**src/rtl/phad_pkg.sv**
```systemverilog
`timescale 1ns / 1ps

package phad_pkg;

    // field widths
    localparam int LEVEL_W = 16;
    localparam int AGE_W   = 17;
    localparam int MULT_W  = 16;
    localparam int CFG_W   = 16;
    localparam int IDX_W   = 3;

    // register indexes
    localparam logic [IDX_W-1:0] CFG_FLOOR   = 3'd0;
    localparam logic [IDX_W-1:0] CFG_CEILING = 3'd1;
    localparam logic [IDX_W-1:0] CFG_DECAY   = 3'd2;
    localparam logic [IDX_W-1:0] CFG_HOLD    = 3'd3;
    localparam logic [IDX_W-1:0] CFG_TICK    = 3'd4;

    // operation codes
    localparam logic OP_SAMPLE = 1'b0;
    localparam logic OP_TICK   = 1'b1;

    // reset values
    localparam logic [LEVEL_W-1:0] FLOOR_RESET   = 16'hBE00;  // -66.0 dB
    localparam logic [LEVEL_W-1:0] CEILING_RESET = 16'h0C00;  // +12.0 dB
    localparam logic [15:0]        DECAY_RESET   = 16'd13;
    localparam logic [15:0]        HOLD_RESET    = 16'd500;
    localparam logic [7:0]         TICK_RESET    = 8'd17;

    // multiplier 1.0 in Q8.8, growth numerator over 256
    localparam logic [MULT_W-1:0] MULT_ONE   = 16'd256;
    localparam logic [AGE_W-1:0]  AGE_MAX    = '1;

    typedef struct packed {
        logic [LEVEL_W-1:0] floor_level;
        logic [LEVEL_W-1:0] ceiling_level;
        logic [15:0]        decay_per_tick;
        logic [15:0]        hold_ms;
        logic [7:0]         tick_ms;
    } t_cfg;

    typedef struct packed {
        logic [LEVEL_W-1:0] held;
        logic [AGE_W-1:0]   age;
        logic [MULT_W-1:0]  mult;
    } t_state;

endpackage

```
**src/rtl/phad_cfg.sv**
```systemverilog
`timescale 1ns / 1ps

module phad_cfg
    import phad_pkg::*;
(
    input  logic             i_clk,
    input  logic             i_rst_n,
    input  logic             i_cfg_we,
    input  logic [IDX_W-1:0] i_cfg_index,
    input  logic [CFG_W-1:0] i_cfg_wdata,
    output t_cfg             o_cfg
);

    t_cfg r_cfg;

    // register file, writes to unknown indexes are dropped
    always_ff @(posedge i_clk) begin
        if (!i_rst_n) begin
            r_cfg.floor_level    <= FLOOR_RESET;
            r_cfg.ceiling_level  <= CEILING_RESET;
            r_cfg.decay_per_tick <= DECAY_RESET;
            r_cfg.hold_ms        <= HOLD_RESET;
            r_cfg.tick_ms        <= TICK_RESET;
        end else if (i_cfg_we) begin
            unique case (i_cfg_index)
                CFG_FLOOR:   r_cfg.floor_level    <= i_cfg_wdata;
                CFG_CEILING: r_cfg.ceiling_level  <= i_cfg_wdata;
                CFG_DECAY:   r_cfg.decay_per_tick <= i_cfg_wdata;
                CFG_HOLD:    r_cfg.hold_ms        <= i_cfg_wdata;
                CFG_TICK:    r_cfg.tick_ms        <= i_cfg_wdata[7:0];
                default: ;
            endcase
        end
    end

    assign o_cfg = r_cfg;

endmodule

```
**src/rtl/phad_step.sv**
```systemverilog
`timescale 1ns / 1ps

module phad_step
    import phad_pkg::*;
(
    input  t_cfg               i_cfg,
    input  t_state             i_cur,
    input  logic               i_operation,
    input  logic [LEVEL_W-1:0] i_level,
    input  logic               i_force_floor,
    output t_state             o_nxt
);

    logic [AGE_W:0]        age_sum;
    logic [AGE_W-1:0]      age_sat;
    logic [31:0]           decay_prod;
    logic [23:0]           amount;
    logic signed [25:0]    lvl_sub;
    logic signed [25:0]    ceil_ext;
    logic signed [25:0]    floor_ext;
    logic signed [25:0]    lvl_hi;
    logic signed [25:0]    lvl_clamp;
    logic [LEVEL_W-1:0]    held_dec;
    logic [19:0]           grow_prod;
    logic [MULT_W:0]       grow_sum;
    logic [MULT_W-1:0]     mult_grow;

    // age advance with saturation
    assign age_sum = (AGE_W+1)'(i_cur.age) + (AGE_W+1)'(i_cfg.tick_ms);
    assign age_sat = age_sum[AGE_W] ? AGE_MAX : age_sum[AGE_W-1:0];

    // decay amount, truncated Q8.8 product
    assign decay_prod = 32'(i_cfg.decay_per_tick) * 32'(i_cur.mult);
    assign amount     = decay_prod[31:8];

    // subtract and clamp, ceiling first so the floor wins
    assign lvl_sub   = 26'($signed(i_cur.held)) - $signed({2'b00, amount});
    assign ceil_ext  = 26'($signed(i_cfg.ceiling_level));
    assign floor_ext = 26'($signed(i_cfg.floor_level));
    assign lvl_hi    = (lvl_sub > ceil_ext) ? ceil_ext : lvl_sub;
    assign lvl_clamp = (lvl_hi < floor_ext) ? floor_ext : lvl_hi;
    assign held_dec  = lvl_clamp[LEVEL_W-1:0];

    // multiplier growth m += m*13 >> 8, saturating
    assign grow_prod = {1'b0, i_cur.mult, 3'b000} + {2'b00, i_cur.mult, 2'b00}
                     + {4'b0000, i_cur.mult};
    assign grow_sum  = (MULT_W+1)'(i_cur.mult) + (MULT_W+1)'(grow_prod[19:8]);
    assign mult_grow = grow_sum[MULT_W] ? {MULT_W{1'b1}} : grow_sum[MULT_W-1:0];

    // next state select
    always_comb begin
        o_nxt = i_cur;
        case (i_operation)
            OP_TICK: begin
                o_nxt.age = age_sat;
                if (age_sat > AGE_W'(i_cfg.hold_ms)) begin
                    o_nxt.held = held_dec;
                    if ($signed(held_dec) <= $signed(i_cfg.floor_level)) begin
                        o_nxt.mult = MULT_ONE;
                    end else begin
                        o_nxt.mult = mult_grow;
                    end
                end
            end
            default: begin
                if ($signed(i_level) > $signed(i_cur.held)) begin
                    o_nxt.held = i_level;
                    o_nxt.age  = '0;
                    o_nxt.mult = MULT_ONE;
                end
                if (i_force_floor) begin
                    o_nxt.held = i_cfg.floor_level;
                end
            end
        endcase
    end

endmodule

```
**src/rtl/peak_hold_accelerating_decay.sv**
```systemverilog
`timescale 1ns / 1ps

// Peak-hold level tracker with accelerating decay for a dB meter. Each item on
// the slave stream is a level sample (tuser 0) or a frame tick (tuser 1) and
// yields exactly one result: the held level in Q7.8 dB and a flag that the hold
// time has run out. One item can be taken every cycle while the master stream takes
// results; its result is registered as it moves on from the input register to the
// result register, while the state update settles in front of the result register,
// whose longest path is the 16 by 16 decay multiply followed by the subtract and
// clamp. A result left waiting on the master stream lets one more item into the
// input register and then stalls the slave stream. Configuration is to be written
// through the plain write port only while the stream is idle, which the block
// itself does not enforce; it takes effect from the next item.
module peak_hold_accelerating_decay
    import phad_pkg::*;
(
    input  logic             i_clk,
    input  logic             i_rst_n,
    // configuration write port
    input  logic             i_cfg_we,
    input  logic [IDX_W-1:0] i_cfg_index,
    input  logic [CFG_W-1:0] i_cfg_wdata,
    // slave stream
    input  logic             i_s_axis_tvalid,
    output logic             o_s_axis_tready,
    input  logic [23:0]      i_s_axis_tdata,  // [15:0] level, [16] force_floor, rest zero
    input  logic             i_s_axis_tuser,  // [0] operation
    // master stream
    output logic             o_m_axis_tvalid,
    input  logic             i_m_axis_tready,
    output logic [23:0]      o_m_axis_tdata   // [15:0] held_level, [16] decaying, rest zero
);

    t_cfg               cfg;
    t_state             r_state;
    t_state             n_state;
    logic               r_in_valid;
    logic               r_in_op;
    logic [LEVEL_W-1:0] r_in_level;
    logic               r_in_force_floor;
    logic               r_out_valid;
    logic [LEVEL_W-1:0] r_out_held;
    logic               r_out_decaying;
    logic               advance;
    logic               in_take;

    phad_cfg u_cfg (
        .i_clk       (i_clk),
        .i_rst_n     (i_rst_n),
        .i_cfg_we    (i_cfg_we),
        .i_cfg_index (i_cfg_index),
        .i_cfg_wdata (i_cfg_wdata),
        .o_cfg       (cfg)
    );

    phad_step u_step (
        .i_cfg         (cfg),
        .i_cur         (r_state),
        .i_operation   (r_in_op),
        .i_level       (r_in_level),
        .i_force_floor (r_in_force_floor),
        .o_nxt         (n_state)
    );

    // stage handshake
    assign advance         = r_in_valid && (!r_out_valid || i_m_axis_tready);
    assign o_s_axis_tready = !r_in_valid || advance;
    assign in_take         = i_s_axis_tvalid && o_s_axis_tready;

    // input register
    always_ff @(posedge i_clk) begin
        if (!i_rst_n) begin
            r_in_valid <= 1'b0;
        end else if (o_s_axis_tready) begin
            r_in_valid <= i_s_axis_tvalid;
        end
        if (in_take) begin
            r_in_op          <= i_s_axis_tuser;
            r_in_level       <= i_s_axis_tdata[15:0];
            r_in_force_floor <= i_s_axis_tdata[16];
        end
    end

    // tracker state, updated as each item moves to the result register
    always_ff @(posedge i_clk) begin
        if (!i_rst_n) begin
            r_state.held <= FLOOR_RESET;
            r_state.age  <= '0;
            r_state.mult <= MULT_ONE;
        end else if (advance) begin
            r_state <= n_state;
        end
    end

    // result register
    always_ff @(posedge i_clk) begin
        if (!i_rst_n) begin
            r_out_valid <= 1'b0;
        end else if (advance) begin
            r_out_valid <= 1'b1;
        end else if (i_m_axis_tready) begin
            r_out_valid <= 1'b0;
        end
        if (advance) begin
            r_out_held     <= n_state.held;
            r_out_decaying <= n_state.age > AGE_W'(cfg.hold_ms);
        end
    end

    assign o_m_axis_tvalid = r_out_valid;
    assign o_m_axis_tdata  = {7'b0, r_out_decaying, r_out_held};

    // state moves only together with a result
    a_state_hold: assert property (@(posedge i_clk) disable iff (!i_rst_n)
        !advance |=> $stable(r_state))
        else $error("tracker state changed without a transfer into the result register");

    // the pending result always reflects the current held level
    a_out_matches: assert property (@(posedge i_clk) disable iff (!i_rst_n)
        r_out_valid |-> (r_out_held == r_state.held))
        else $error("result held level differs from tracker state");

    // a new peak restarts the age and the multiplier
    a_peak_restart: assert property (@(posedge i_clk) disable iff (!i_rst_n)
        (advance && r_in_op == OP_SAMPLE && $signed(r_in_level) > $signed(r_state.held))
        |=> (r_state.age == '0 && r_state.mult == MULT_ONE))
        else $error("new peak did not clear age and multiplier");

    // the multiplier never collapses to zero, and each transfer leaves a valid result
    a_mult_nonzero: assert property (@(posedge i_clk) disable iff (!i_rst_n)
        advance |=> (r_state.mult != '0 && r_out_valid))
        else $error("multiplier reached zero or result lost");

endmodule
```
**config.mk**
```make
export PLATFORM = sky130hd
export DESIGN_NAME = peak_hold_accelerating_decay
export DESIGN_NICKNAME = d
export VERILOG_FILES = /design/src/rtl/phad_pkg.sv /design/src/rtl/phad_cfg.sv /design/src/rtl/phad_step.sv /design/src/rtl/peak_hold_accelerating_decay.sv
export SDC_FILE = /design/constraint.sdc
export NUM_CORES = 1
export LEC_CHECK = 0
export BUFFER_PORTS_ARGS = -buffer_cell sky130_fd_sc_hd__buf_2
export CAP_MARGIN = 10
export CORE_ASPECT_RATIO = 1.5
export CORE_MARGIN = 2
export CORE_UTILIZATION = 35
export CTS_CLUSTER_DIAMETER = 50
export DETAILED_ROUTE_END_ITERATION = 10
export SETUP_SLACK_MARGIN = 0.02
export SLEW_MARGIN = 20
export SYNTH_ARGS = -nofsm -noshare
export SYNTH_HDL_FRONTEND = slang
export SYNTH_SLANG_ARGS = --single-unit
```
**constraint.sdc**
```tcl
create_clock -name i_clk -period 42.1 [get_ports i_clk]
set_input_delay 12.63 -clock i_clk [delete_from_list [all_inputs] [get_ports i_clk]]
set_output_delay 12.63 -clock i_clk [all_outputs]
set_load 0.01 [all_outputs]
```
# --- Word level (Yosys, flattened, before mapping) ---
# Index checks and enable logic that the tools add are counted.
classes:
  n_lt_le_gt_ge: 6
  reduce_logical: 15
  n_mul: 1
  n_eq_ne: 5
  add_sub_neg: 5
  muxes: 12
ops:
  columns: ["op", "count"]
  rows:
  - ["49-bit two-way mux", 2]
  - ["16-bit two-way mux", 6]
  - ["17-bit by 16-bit greater-than comparator with 1-bit output", 2]
  - ["16-bit by 16-bit multiplier with 32-bit output", 1]
  - ["26-bit by 16-bit greater-than comparator with 1-bit output", 1]
  - ["26-bit by 16-bit less-than comparator with 1-bit output", 1]
  - ["26-bit two-way mux", 1]
  - ["16-bit by 25-bit subtractor with 26-bit output", 1]
  - ["19-bit by 18-bit adder with 20-bit output", 1]
  - ["20-bit by 16-bit adder with 20-bit output", 1]
  - ["17-bit by 8-bit adder with 18-bit output", 1]
  - ["16-bit by 12-bit adder with 17-bit output", 1]
  - ["17-bit two-way mux", 1]
  - ["16-bit greater-than comparator", 1]
  - ["16-bit <= comparator", 1]
  - ["2-bit AND reduction", 5]
  - ["3-bit by 2-bit == test with 1-bit output, second input constant", 2]
  - ["2-bit nonzero test", 2]
  - ["3-bit by 1-bit == test with 1-bit output, second input constant", 1]
  - ["3-bit == test, second input constant", 1]
  - ["3-bit logical NOT", 1]
  - ["3-bit AND reduction", 1]
  - ["1-bit logical AND", 2]
  - ["1-bit logical NOT", 2]
  - ["3 further kinds", 5]
totals:
  output_inout_bits: 26
  reg_bits: 158

# --- Logic depth before layout (Yosys ltp) ---
depth:
  ltp_word: 11
  depth_mapped: 66
  depth_no_buf: 63

# --- By module ---
# From an unflattened synthesis, not the netlist that was laid out.
unflattened:
  cells_unflattened: 2484
  area_unflattened_um2: 21285.4
by_module_without_submodules:
  columns: ["mod", "area_per_inst_um2", "n_inst", "seq_area_each_um2", "cells_each"]
  rows:
  - ["phad_step", 14994.4, 1, 0.0, 1885]
  - ["peak_hold_accelerating_decay", 3492.1, 1, 2072.0, 325]
  - ["phad_cfg", 2798.9, 1, 1441.4, 274]

# --- Least setup slack after synthesis ---
# Ideal clock, no wire load.
synth_path:
  kind: "input to output"
  startpoint: "in i_m_axis_tready"
  endpoint: "out o_s_axis_tready"
  required_time_ns: 29.470
  n_path_buf: 0
  setup_slack_ns: 16.542
  t_arrival_ns: 12.928
  path_stages: 2
  cell_sequence: "nor2b_1 > nand2_1"
synth_via:
  elab_chain_cells: 3
synth_lines:
  columns: ["element", "line", "rtl"]
  rows:
  - ["start, declared", "peak_hold_accelerating_decay.sv:30", "input logic i_m_axis_tready,"]
  - ["1-bit logical OR", "peak_hold_accelerating_decay.sv:66", "assign advance = r_in_valid && (!r_out_valid || i_m_axis_tready);"]
  - ["1-bit logical AND", "peak_hold_accelerating_decay.sv:66", null]
  - ["1-bit logical OR", "peak_hold_accelerating_decay.sv:67", "assign o_s_axis_tready = !r_in_valid || advance;"]
  - ["end, declared", "peak_hold_accelerating_decay.sv:25", "output logic o_s_axis_tready,"]
# No other way between the ends.

# --- Worst setup path after layout ---
# Same ends and word-level chain as after synthesis.

==> results.toml <==
[place]
pre_cts_ws_ns = 16.31
dp_hpwl_um = 44500
gp_congestion = 0.900
port_buffers = 60

[yosys]
synthSimpleGateAreaFrac_pct = 19.2
synthCells = 2437
synth_seq_cells = 158
synth-compound-area-share_pct = 15.6
synth.area.mux_share_pct = 1.43
synth_top_area_share_pct = 20.0
synth.largest_area_cell = "fa_1"
synth_flop_cell = "dfxtp_1"
synth_top_family_by_area = "adder cells"
synth_cell_type_count = 81
synthXorXnorAreaFrac_pct = 2.80
yosys_warnings = 0
synth_area_per_cell_um2 = 8.59
synth-async-reset-ratio_pct = 0
synth_area_leaders = "fa_1 20%, ha_1 17%, dfxtp_1 12%, nand2_1 6.6%, inv_1 5.3%"
syn_area_mm2 = 0.0209
yosys.area_share.adder_pct = 36.7
synth.yosys.seq_area_share_pct = 16.8
synth_edf_count = 35

[power_and_ir_drop]
finalPower_uw = 473
power.leakage_uw = 0.0106
irDropWorstVdd_uv = 31.3
power_density_mw_per_mm2 = 21.0

[worst_setup_path]
required_ns = 29.47
worstSetupPathType = "in -> out"
cp-end-kind = "output port"
r2r-end = "r_state[4]"
ff2ff_setup_slack_ns = 25.60
start_kind = "input pin"
worstReg2RegStart = "r_state[6]"
crit_arrival_ns = 13.16
r2r_cells = 57
cp_max_fo = 4

[global_routing]
grt_pass1_wl_um = 92200
gr-total-overflow = 0
grt_pass1_vias = 18200
grt_max_degree = 78
antenna_found_initial = 1
track_usage_pct = 18.6

[sta]
fin_crit_sh_pct = 61.3
finalClockSkew_ns = 0.0112
hold_slack_ns = 0.467
setup_tns_ns = 0
slew_headroom_pct = 29.7
period_minus_slack_ns = 25.79
drv_slew = 0
fmax_mhz = 38.8
worstMarginPinSlew_ns = 1.06
setup_viol = 0
hold_viol = 0
rsz0062_at_grt = "false"
setup_ws_ns = 16.31

[clocking]
cts.clk_slew.worst_paths_ns = 0.06
cts_buffers = 17
root_buffer = "clkbuf_16"
cts_tree = "yes"
clk_path_buf_depth = 2
cts_resized = 0
htreeDepth = 4
ctsHoldBuffers = 0
clock-sinks = 158
clkLatencyLatePin_ns = 0.45
post_cts_buffers = 0

[min_path]
worst_hold_path_type = "reg -> reg"
hold_start = "u_cfg.o_cfg[54]"
worstHoldEndpoint = "u_cfg.o_cfg[54]"
min_path_cells = 2

[floorplan]
fp.coreArea_mm2 = 0.0591
start_util_pct = 35.4
rows = 109
io_pins = 75
floorplan.die.width_um = 204
dieArea_mm2 = 0.0618
die_h_um = 304

[finish]
num-nets-final = 2975
nFillCells = 5960
drive_gt1_share_pct = 6.90
area_delta_synth_final_pct = 7.84

[routing]
viasPerCell = 5.29
drtAntennaViolNets = 0
routedWlPerCell_um = 17.1
vias = 17100
dr.pass1.iters = 6
drcViolationCount = 0
finalWirelength_um = 55100
first_iter_violations = 721

[flow_run]
drv_cap = 0

[status]
status = "finished clean"
## where the power goes
part	internal [µW]	total [µW]	switching (µW)
logic	57.1	140	82.8
registers	161	168	7.14
clock network	96.0	165	68.9
total	314	473	159
## critical path, stage by stage
cell	delay (ns)
buf_2	0.10
nor2b_1	0.20
nand2_1	0.09
buf_2	0.14
## layout by cell type, fill, tap and decap left out, drive strengths merged, types with 18 or more instances in the layout
| master | n |
|---|---|
| a21boi | 61 |
| a21o | 32 |
| a21oi | 92 |
| a31oi | 18 |
| and2 | 135 |
| and3 | 22 |
| buf | 82 |
| clkbuf | 18 |
| dfxtp | 123 |
| edfxtp | 35 |
| fa | 209 |
| ha | 279 |
| inv | 304 |
| mux2 | 20 |
| nand2 | 368 |
| nand2b | 21 |
| nand3 | 33 |
| nand4 | 27 |
| nor2 | 75 |
| nor2b | 57 |
| nor3 | 24 |
| o211ai | 26 |
| o21a | 28 |
| o21ai | 90 |
| xnor2 | 45 |
| xor2 | 22 |
## registers in the layout, indices dropped and copies added, names as in the netlist, 16 cells and up
signal	count
r_in_level	16
r_out_held	16
r_state	49
u_cfg.o_cfg	72
## worst max-delay path by stage
stage,startpoint,to,cells after the start
2_1_floorplan,i_m_axis_tready,o_s_axis_tready,2
4_1_cts,i_m_axis_tready,o_s_axis_tready,4
3_5_place_dp,i_m_axis_tready,o_s_axis_tready,4
3_3_place_gp,i_m_axis_tready,o_s_axis_tready,4
6_report,i_m_axis_tready,o_s_axis_tready,4
5_1_grt,i_m_axis_tready,o_s_axis_tready,4
## synth_stat cells (all sizes together) (57+ instances only)
cell,number
fa,209
a21oi,92
nor2b,57
clkbuf,87
inv,298
ha,279
nor2,75
nand2,368
and2,135
a21boi,61
dfxtp,123
o21ai,90
## cells by family after synthesis
group,after synthesis
buf+inv,404
xor+xnor,67
simple gates,821
fa+ha+maj,488
mux,26
compound gates,472
other cells,1
flops,158
## layout make-up
| cell class | instances | area, µm² | share of cell area [%] |
|---|---|---|---|
| clock buffers | 18 | 439 | 1.95 |
| diodes | 1 | 2.50 | 0.0111 |
| inverters | 298 | 1120 | 4.95 |
| flip-flops and latches | 158 | 3510 | 15.6 |
| clock inverters | 14 | 179 | 0.793 |
| multi-input cells | 1881 | 15900 | 70.4 |
| well taps | 777 | 972 | 4.31 |
| repair buffers | 82 | 468 | 2.07 |
## per-layer routing
layer / routed length [µm] / track usage, % / share of wire [%] / up-vias
li1: - / - / - / 8182
met4: 2080 / 7.42 / 3.8 / 0
met2: 30000 / 36.0 / 54 / 382
met1: 21400 / 20.5 / 39 / 8394
met5: 0 / 0 / 0 / -
met3: 1710 / 2.17 / 3.1 / 122
## through the flow
step / instances / util (%) / area [µm²]
4_1_cts: 3228 / 38.2 / 22600
2_1_floorplan: 2443 / - / 21000
6_report: 3229 / 38.2 / 22600
3_3_place_gp: 3196 / 37.2 / 22000
3_5_place_dp: 3196 / 37.2 / 22000
5_1_grt: 3229 / 38.2 / 22600
No activity file was read; power rests on OpenSTA's default activity.
